[src/design/udp_client_session_table_top_assert.svh]
// ---------------------------------------------------------------------------
// Session table assertion macros
// Shared concurrent assertion forms, clocked on clk and idle while rst_n is low.
// ---------------------------------------------------------------------------
`ifndef UDP_CLIENT_SESSION_TABLE_TOP_ASSERT_SVH
`define UDP_CLIENT_SESSION_TABLE_TOP_ASSERT_SVH

// The consequent must hold in the same cycle as the antecedent.
`define UCST_ASSERT_SAME(label, ante, cons, msg) \
  label: assert property (@(posedge clk) disable iff (!rst_n) (ante) |-> (cons)) \
    else $error(msg);

// The consequent must hold in the cycle after the antecedent.
`define UCST_ASSERT_NEXT(label, ante, cons, msg) \
  label: assert property (@(posedge clk) disable iff (!rst_n) (ante) |=> (cons)) \
    else $error(msg);

`endif

[src/design/ucst_pkg.sv]
// ---------------------------------------------------------------------------
// Session table package
// Shared constants and the slot entry layout.
// ---------------------------------------------------------------------------
`timescale 1ns / 1ps

package ucst_pkg;

  // Default number of slots.
  localparam int unsigned SLOT_COUNT_DEF = 16;

  // Header values that select a served frame.
  localparam logic [15:0] ETHER_IPV4  = 16'h0800;
  localparam logic [7:0]  PROTO_UDP   = 8'd17;
  localparam logic [15:0] UDP_HDR_LEN = 16'd8;
  // A disconnect keyword needs ten payload bytes behind the header.
  localparam logic [15:0] KEY_MIN_LEN = 16'd18;

  // The ASCII keyword "disconnect", split into head and tail.
  localparam logic [63:0] KEY_HEAD = 64'h6469_7363_6F6E_6E65;
  localparam logic [15:0] KEY_TAIL = 16'h6374;

  localparam logic [31:0] COUNT_MAX = 32'hFFFF_FFFF;

  // Result status codes.
  typedef enum logic [1:0] {
    ST_IGNORED      = 2'd0,
    ST_ECHO         = 2'd1,
    ST_DISCONNECTED = 2'd2,
    ST_FULL         = 2'd3
  } status_t;

  // One slot of the table as stored in memory.
  typedef struct packed {
    logic [31:0] addr;
    logic [15:0] port;
    logic [31:0] count;
  } entry_t;

endpackage

[src/design/udp_client_session_table_top.sv]
// ---------------------------------------------------------------------------
// UDP client session table
// Tracks UDP senders in a slot table held in RAM, counts their requests and
// recognizes the disconnect keyword.
// ---------------------------------------------------------------------------
//
//   Channel   Handshake                 Payload
//   -------   -----------------------   ---------------------------------
//   in        start high, busy low      in_ether_type .. in_payload_tail
//   out       out_strobe, one cycle     out_status .. out_message_count
//   cfg       cfg_wr_en                 cfg_wr_data (listen port)
//
// A frame that is not served gives its result in the cycle after acceptance
// and leaves busy low. A served frame scans the table: one slot is read
// from the table RAM per cycle, then the commit state decides and writes
// back, and busy stays high until then.
// Reset is synchronous; it empties the table by clearing the per-slot
// valid bits, so no clearing pass is needed.
// The receiver cannot hold off results.
// ---------------------------------------------------------------------------
`timescale 1ns / 1ps
`include "udp_client_session_table_top_assert.svh"

module udp_client_session_table_top #(
  parameter int unsigned SLOT_COUNT = ucst_pkg::SLOT_COUNT_DEF
) (
  input  logic        clk,
  input  logic        rst_n,
  input  logic        start,
  output logic        busy,
  input  logic [15:0] in_ether_type,
  input  logic [7:0]  in_ip_protocol,
  input  logic [15:0] in_dest_port,
  input  logic [15:0] in_udp_length,
  input  logic [31:0] in_source_addr,
  input  logic [15:0] in_source_port,
  input  logic [63:0] in_payload_head,
  input  logic [15:0] in_payload_tail,
  output logic        out_strobe,
  output logic [1:0]  out_status,
  output logic        out_new_connection,
  output logic [3:0]  out_slot_index,
  output logic [31:0] out_message_count,
  input  logic        cfg_wr_en,
  input  logic [15:0] cfg_wr_data
);

  import ucst_pkg::*;

  localparam int unsigned SW   = (SLOT_COUNT > 1) ? $clog2(SLOT_COUNT) : 1;
  localparam int unsigned XW   = (SW > 4) ? SW : 4;
  localparam int unsigned EW   = $bits(entry_t);
  localparam logic [SW:0]   NSLOT = (SW + 1)'(SLOT_COUNT);
  localparam logic [SW-1:0] LAST  = SW'(SLOT_COUNT - 1);

  typedef enum logic [1:0] {
    S_IDLE,
    S_SCAN,
    S_COMMIT
  } state_t;

  state_t          state_r;
  logic [15:0]     listen_port_r;
  logic [SLOT_COUNT-1:0] valid_r;

  // Request being worked on.
  logic [31:0]     saddr_r;
  logic [15:0]     sport_r;
  logic            quit_r;

  // Scan bookkeeping.
  logic [SW:0]     issue_r;
  logic            pend_r;
  logic [SW-1:0]   pend_idx_r;
  logic            found_r;
  logic [SW-1:0]   match_idx_r;
  logic [31:0]     match_cnt_r;
  logic            efound_r;
  logic [SW-1:0]   empty_idx_r;

  // Result registers.
  logic            out_strobe_r;
  status_t         out_status_r;
  logic            out_new_r;
  logic [3:0]      out_idx_r;
  logic [31:0]     out_cnt_r;

  // RAM signals.
  logic            ram_we;
  logic [SW-1:0]   ram_raddr;
  entry_t          ram_wdata;
  logic [EW-1:0]   ram_rdata;
  logic [SW-1:0]   slot_sel;

  ucst_ram #(
    .WIDTH (EW),
    .DEPTH (SLOT_COUNT)
  ) u_ram (
    .clk   (clk),
    .we    (ram_we),
    .waddr (slot_sel),
    .wdata (ram_wdata),
    .raddr (ram_raddr),
    .rdata (ram_rdata)
  );

  // Frame filter on the raw input ports.
  logic accept;
  logic served;
  logic quit_in;

  assign accept  = start && (state_r == S_IDLE);
  assign served  = (in_ether_type == ETHER_IPV4) && (in_ip_protocol == PROTO_UDP) &&
                   (in_dest_port == listen_port_r) && (in_udp_length > UDP_HDR_LEN);
  assign quit_in = (in_udp_length >= KEY_MIN_LEN) && (in_payload_head == KEY_HEAD) &&
                   (in_payload_tail == KEY_TAIL);

  // Slot read back from RAM; a slot never written since reset reads as zero.
  entry_t rd_entry;
  logic   rd_occupied;
  logic   rd_match;

  assign rd_entry    = valid_r[pend_idx_r] ? entry_t'(ram_rdata) : '0;
  assign rd_occupied = (rd_entry.addr != '0);
  assign rd_match    = rd_occupied && (rd_entry.addr == saddr_r) &&
                       (rd_entry.port == sport_r);

  assign ram_raddr = issue_r[SW-1:0];

  // Decision for the commit cycle.
  logic          table_full;
  logic [31:0]   cur_cnt;
  logic [31:0]   inc_cnt;
  logic [XW-1:0] slot_ext;

  assign table_full = !found_r && !efound_r;
  assign slot_sel   = found_r ? match_idx_r : empty_idx_r;
  assign cur_cnt    = found_r ? match_cnt_r : '0;
  assign inc_cnt    = (cur_cnt == COUNT_MAX) ? cur_cnt : cur_cnt + 32'd1;
  assign slot_ext   = XW'(slot_sel);

  assign ram_we         = (state_r == S_COMMIT) && !table_full && !quit_r;
  assign ram_wdata.addr  = saddr_r;
  assign ram_wdata.port  = sport_r;
  assign ram_wdata.count = inc_cnt;

  // Sequencer, table valid bits and result registers.
  always_ff @(posedge clk) begin
    if (!rst_n) begin
      state_r       <= S_IDLE;
      listen_port_r <= '0;
      valid_r       <= '0;
      out_strobe_r  <= 1'b0;
      pend_r        <= 1'b0;
    end else begin
      out_strobe_r <= 1'b0;
      if (cfg_wr_en) begin
        listen_port_r <= cfg_wr_data;
      end
      case (state_r)
        S_IDLE: begin
          if (accept) begin
            saddr_r  <= in_source_addr;
            sport_r  <= in_source_port;
            quit_r   <= quit_in;
            issue_r  <= '0;
            pend_r   <= 1'b0;
            found_r  <= 1'b0;
            efound_r <= 1'b0;
            if (served) begin
              state_r <= S_SCAN;
            end else begin
              out_strobe_r <= 1'b1;
              out_status_r <= ST_IGNORED;
              out_new_r    <= 1'b0;
              out_idx_r    <= '0;
              out_cnt_r    <= '0;
            end
          end
        end
        S_SCAN: begin
          // Issue one read a cycle and examine the slot read the cycle before.
          if (issue_r < NSLOT) begin
            issue_r <= issue_r + 1'b1;
          end
          pend_r     <= (issue_r < NSLOT);
          pend_idx_r <= issue_r[SW-1:0];
          if (pend_r) begin
            if (rd_match && !found_r) begin
              found_r     <= 1'b1;
              match_idx_r <= pend_idx_r;
              match_cnt_r <= rd_entry.count;
            end
            if (!rd_occupied && !efound_r) begin
              efound_r    <= 1'b1;
              empty_idx_r <= pend_idx_r;
            end
            if (pend_idx_r == LAST) begin
              state_r <= S_COMMIT;
            end
          end
        end
        S_COMMIT: begin
          state_r      <= S_IDLE;
          out_strobe_r <= 1'b1;
          if (table_full) begin
            out_status_r <= ST_FULL;
            out_new_r    <= 1'b0;
            out_idx_r    <= '0;
            out_cnt_r    <= '0;
          end else begin
            out_new_r <= !found_r;
            out_idx_r <= slot_ext[3:0];
            if (quit_r) begin
              // A disconnect empties the slot in every case.
              valid_r[slot_sel] <= 1'b0;
              out_status_r      <= ST_DISCONNECTED;
              out_cnt_r         <= cur_cnt;
            end else begin
              valid_r[slot_sel] <= 1'b1;
              out_status_r      <= ST_ECHO;
              out_cnt_r         <= inc_cnt;
            end
          end
        end
        default: begin
          state_r <= S_IDLE;
        end
      endcase
    end
  end

  assign busy               = (state_r != S_IDLE);
  assign out_strobe         = out_strobe_r;
  assign out_status         = out_status_r;
  assign out_new_connection = out_new_r;
  assign out_slot_index     = out_idx_r;
  assign out_message_count  = out_cnt_r;

  // Checks on the sequencer and on result consistency.
  `UCST_ASSERT_NEXT(a_ignored_result, accept && !served,
                    out_strobe && (out_status == ST_IGNORED), "ignored frame gave no result")
  `UCST_ASSERT_NEXT(a_served_busy, accept && served, busy && !out_strobe,
                    "served frame did not start a scan")
  `UCST_ASSERT_NEXT(a_commit_result, state_r == S_COMMIT, out_strobe && !busy,
                    "commit cycle gave no result")
  `UCST_ASSERT_SAME(a_full_zero, out_strobe && (out_status == ST_FULL),
                    !out_new_connection && (out_slot_index == '0) && (out_message_count == '0),
                    "table full result carries data")
  `UCST_ASSERT_SAME(a_new_conn_status, out_strobe && out_new_connection,
                    (out_status == ST_ECHO) || (out_status == ST_DISCONNECTED),
                    "new connection flagged on a frame that took no slot")

endmodule

[src/design/ucst_ram.sv]
// ---------------------------------------------------------------------------
// Generic single-port-write RAM
// One write port and one read port, read data registered.
// ---------------------------------------------------------------------------
`timescale 1ns / 1ps

module ucst_ram #(
  parameter int unsigned WIDTH = 8,
  parameter int unsigned DEPTH = 16,
  localparam int unsigned AW = (DEPTH > 1) ? $clog2(DEPTH) : 1
) (
  input  logic             clk,
  input  logic             we,
  input  logic [AW-1:0]    waddr,
  input  logic [WIDTH-1:0] wdata,
  input  logic [AW-1:0]    raddr,
  output logic [WIDTH-1:0] rdata
);

  logic [WIDTH-1:0] mem [DEPTH];

  // Write and registered read.
  always_ff @(posedge clk) begin
    if (we) begin
      mem[waddr] <= wdata;
    end
    rdata <= mem[raddr];
  end

endmodule
[config.mk]
export PLATFORM = sky130hd
export DESIGN_NAME = udp_client_session_table_top
export DESIGN_NICKNAME = d
export VERILOG_FILES = /design/src/design/ucst_pkg.sv /design/src/design/udp_client_session_table_top.sv /design/src/design/ucst_ram.sv
export VERILOG_INCLUDE_DIRS = /design/src /design/src/design
export SDC_FILE = /design/constraint.sdc
export NUM_CORES = 2
export LEC_CHECK = 0
export BUFFER_PORTS_ARGS = -buffer_cell sky130_fd_sc_hd__buf_4
export CORE_MARGIN = 8
export CORE_UTILIZATION = 27
export CTS_CLUSTER_DIAMETER = 200
export DETAILED_ROUTE_END_ITERATION = 12
export GPL_ROUTABILITY_DRIVEN = 0
export PLACE_DENSITY = 0.52
export SYNTH_ARGS = -nofsm -noshare
export SYNTH_HDL_FRONTEND = slang
export SYNTH_SLANG_ARGS = --single-unit
[constraint.sdc]
create_clock -name clk -period 12.5 [get_ports clk]
set_input_delay 0.625 -clock clk [delete_from_list [all_inputs] [get_ports clk]]
set_output_delay 0.625 -clock clk [all_outputs]
set_load 0.01 [all_outputs]
==> metrics <==
starting density of the core 27.1%; max-cap check violation count 0; area of all placed cells without fillers 70500 µm²; fmax 0.220 GHz; clock latency on the worst-skew pair 0.79 ns; post-route clock period utilization 36.4%; commonest cells in the synthesized netlist sky130_fd_sc_hd__edfxtp_1 (1419), sky130_fd_sc_hd__mux4_2 (400), sky130_fd_sc_hd__dfxtp_1 (116); standard-cell row count 171; dominant cells by area after synthesis sky130_fd_sc_hd__edfxtp_1 (72%), sky130_fd_sc_hd__mux4_2 (15%), sky130_fd_sc_hd__dfxtp_1 (3.9%); Required @ worst endpoint 12.99 ns; final critical delay including setup and external delays 4.55 ns; Floorplan Core Area 217000 µm²; Post-Place Setup Slack 7.95 ns; prevailing post-synth register cell sky130_fd_sc_hd__edfxtp_1; WHS Path Cells 1; largest area contributor in the synthesized netlist sky130_fd_sc_hd__edfxtp_1; ys async rst share 0%; cell with the most instances after synthesis sky130_fd_sc_hd__edfxtp_1; number of global-route vias before repair 30000; proportion of power drawn by the clock network 45.3%; crit path setup slack, layout 7.95 ns; post-cts sizing count 0; worst clock skew on the final layout 0.0400 ns; syn_nets 2979; arrival time of data at the critical path endpoint 5.04 ns; EDFF count, synth 1419; Nets 3404; area share of the leading cell type in the synthesized netlist 72.4%; Tightest Hold Check Type primary input to register; cell area after synthesis 58900 µm²; setup repair after global routing missed its margin no; part of the Yosys area used for sequential elements 76.3%; launch point of the worst path pend_idx_r[2]; HPWL after DPL 86.9 mm; pin count of the biggest net entering global routing 119; total setup violations reported at the end of the flow 0; DRC 0; via count normalized by instance count 4.65; sum of routed wire length over all layers 150 mm; placed standard-cell area 64700 µm²; Port Buffers 244; number of synthesized register bits 1535; slack of the worst reg-to-reg path 7.95 ns; Switch Pwr 2.10 mW; outcome finished, final reports clean; reg2reg end found_r; CTS Sinks 1535; number of non-filler instances in the completed layout 6187; detailed-route via count 28700; initial antenna violation count 3; first-pass detailed-route iteration total 5; normalized max-slew margin 13.4%; fraction of final layout cells with drive strength greater than 1 30.2%; CTS tree done; height of the die 483 µm; total clock buffers created by CTS 160; peak supply drop 0.000131 V; reg-to-reg critical path startpoint pend_idx_r[2]; sequential share of power 53.4%; TNS Setup 0 ns; I/O pins 245; ratio of total power to cell area 149 nW/µm²; CP Capture Type register; internal power summed over all cells 8.38 mW; largest fanout on the critical path 37; buffer type at the clock tree root sky130_fd_sc_hd__clkbuf_16; Hold Vio Cnt, Final 0; GRT Overall Usage 12.5%; clock edge transition at the registers on the reported setup and hold paths 0.06 ns; Worst Hold Slack 0.0767 ns; count of synthesis-stage warnings from yosys 0; Startpoint Class register; average instance area after synthesis 21.2 µm²; htree depth 4; synthesis-to-finish area growth 19.8%; start-to-end type of the worst setup path register to register; worst-case reg-to-reg path depth 9; slew at the pin with the worst max-slew slack 1.29 ns; average detailed-routed wire length per instance 24.2 µm; count of mapped cells out of synthesis 2773; Die ar. 233000 µm²; count of distinct cell types in the synthesized netlist 65; number of buffers on the longest clock path 3; crit path to found_r; placed instance count 5842; die extent in x 483 µm; static leakage 20.5 nW; remaining antenna violation count 0; combinational power share 1.3%; wire length of the first global-routing pass 215 mm; count of pins over their slew limit 0; residual overflow from global routing 0; net switching fraction of the power 20.1%; Starting DRT DRC Count 2814
-- routing by layer --
layer,track usage (%),wire [µm]
met3,2.37,9370
met4,2.83,2500
met5,0,0
met1,17.6,67700
met2,20.2,70300
-- logic make-up (layout without fill, tap and decap cells) --
logic type / after synthesis / after routing / synth area share [%]
buffers and inverters: 169 / 727 / 1.10
other: 0 / 2 / 0
XOR/XNOR: 86 / 86 / 1.28
AND/OR/NAND/NOR: 413 / 413 / 3.82
adder cells (fa/ha/maj): 2 / 2 / 0.0425
flip-flops: 1535 / 1535 / 76.3
AO/OA/AOI/OAI: 141 / 141 / 1.64
multiplexers: 427 / 427 / 15.8
-- registers in the layout (all words and copies together), names as in the netlist, named ones only --
register / count
out_new_connection: 1
match_idx_r: 4
u_ram.rdata: 80
listen_port_r: 16
quit_r: 1
issue_r: 5
out_slot_index: 4
sport_r: 16
found_r: 1
saddr_r: 32
out_status: 2
pend_idx_r: 4
u_ram.mem: 1280
empty_idx_r: 4
out_strobe: 1
match_cnt_r: 32
pend_r: 1
out_message_count: 32
state_r: 2
efound_r: 1
-- critical path, stage by stage (launching register included) --
cell,delay (ns)
sky130_fd_sc_hd__edfxtp_1,0.57
sky130_fd_sc_hd__mux2_2,0.30
sky130_fd_sc_hd__o22ai_1,0.07
sky130_fd_sc_hd__o31a_1,0.32
sky130_fd_sc_hd__buf_4,0.26
sky130_fd_sc_hd__nor3_1,0.94
sky130_fd_sc_hd__o21ai_0,0.22
sky130_fd_sc_hd__nor4_1,0.30
sky130_fd_sc_hd__and4_2,0.97
sky130_fd_sc_hd__or2_2,0.25
-- cell usage in the layout, fill, tap and decap left out, drive strengths merged, types with 23 or more instances in the layout --
master	n
edfxtp	1419
mux4	400
buf	343
clkbuf	218
dfxtp	116
nor2	95
nand2	61
clkinv	54
xor2	52
inv	50
dlygate4sd3	47
and2	43
o21ai	37
nor4	37
xnor2	34
nor3	34
nor2b	23
mux2i	23
-- timing repair --
| action | 4_1_cts | 5_1_grt |
|---|---|---|
| buffers inserted | 0 | 0 |
| hold buffers | 47 | 0 |
| endpoints found under the hold margin | 47 | 0 |
-- layout make-up --
cell class,instances,area (µm²)
fill,20600,146000
antenna,2,5.00
multi-input combinational,1069,13400
inverter,42,158
clock inverter,77,931
tap,2854,3570
sequential,1535,44900
timing repair buffer,390,3100
clock buffer,218,4370
-- worst min path at each step --
stage	slack (ns)	end	startpoint
floorplan	0.42	pend_idx_r[3]	issue_r[3]
global placement	0.48	register	register
detailed placement	0.49	register	register
CTS	0.02	sport_r[15]	in_source_port[15]
global route	0.04	sport_r[15]	in_source_port[15]
finish	0.08	sport_r[15]	in_source_port[15]
-- metrics by stage --
step	utilization [%]	total power [mW]
6_report	32.5	10.5
5_1_grt	32.5	10.8
4_1_cts	32.5	10.6
3_5_place_dp	29.8	5.83
3_3_place_gp	29.8	5.83
2_1_floorplan	-	5.73
-- power by group through the flow --
stage                     clock network [mW]  logic (mW)  registers, mW
final                                   4.75       0.134           5.59
after global routing                    5.08       0.146           5.59
after global placement                     0       0.123           5.70
after detailed placement                   0       0.125           5.70
after CTS                               4.89       0.138           5.59
after floorplan                            0      0.0275           5.70
Note: power is estimated with default switching activity, not from simulation.
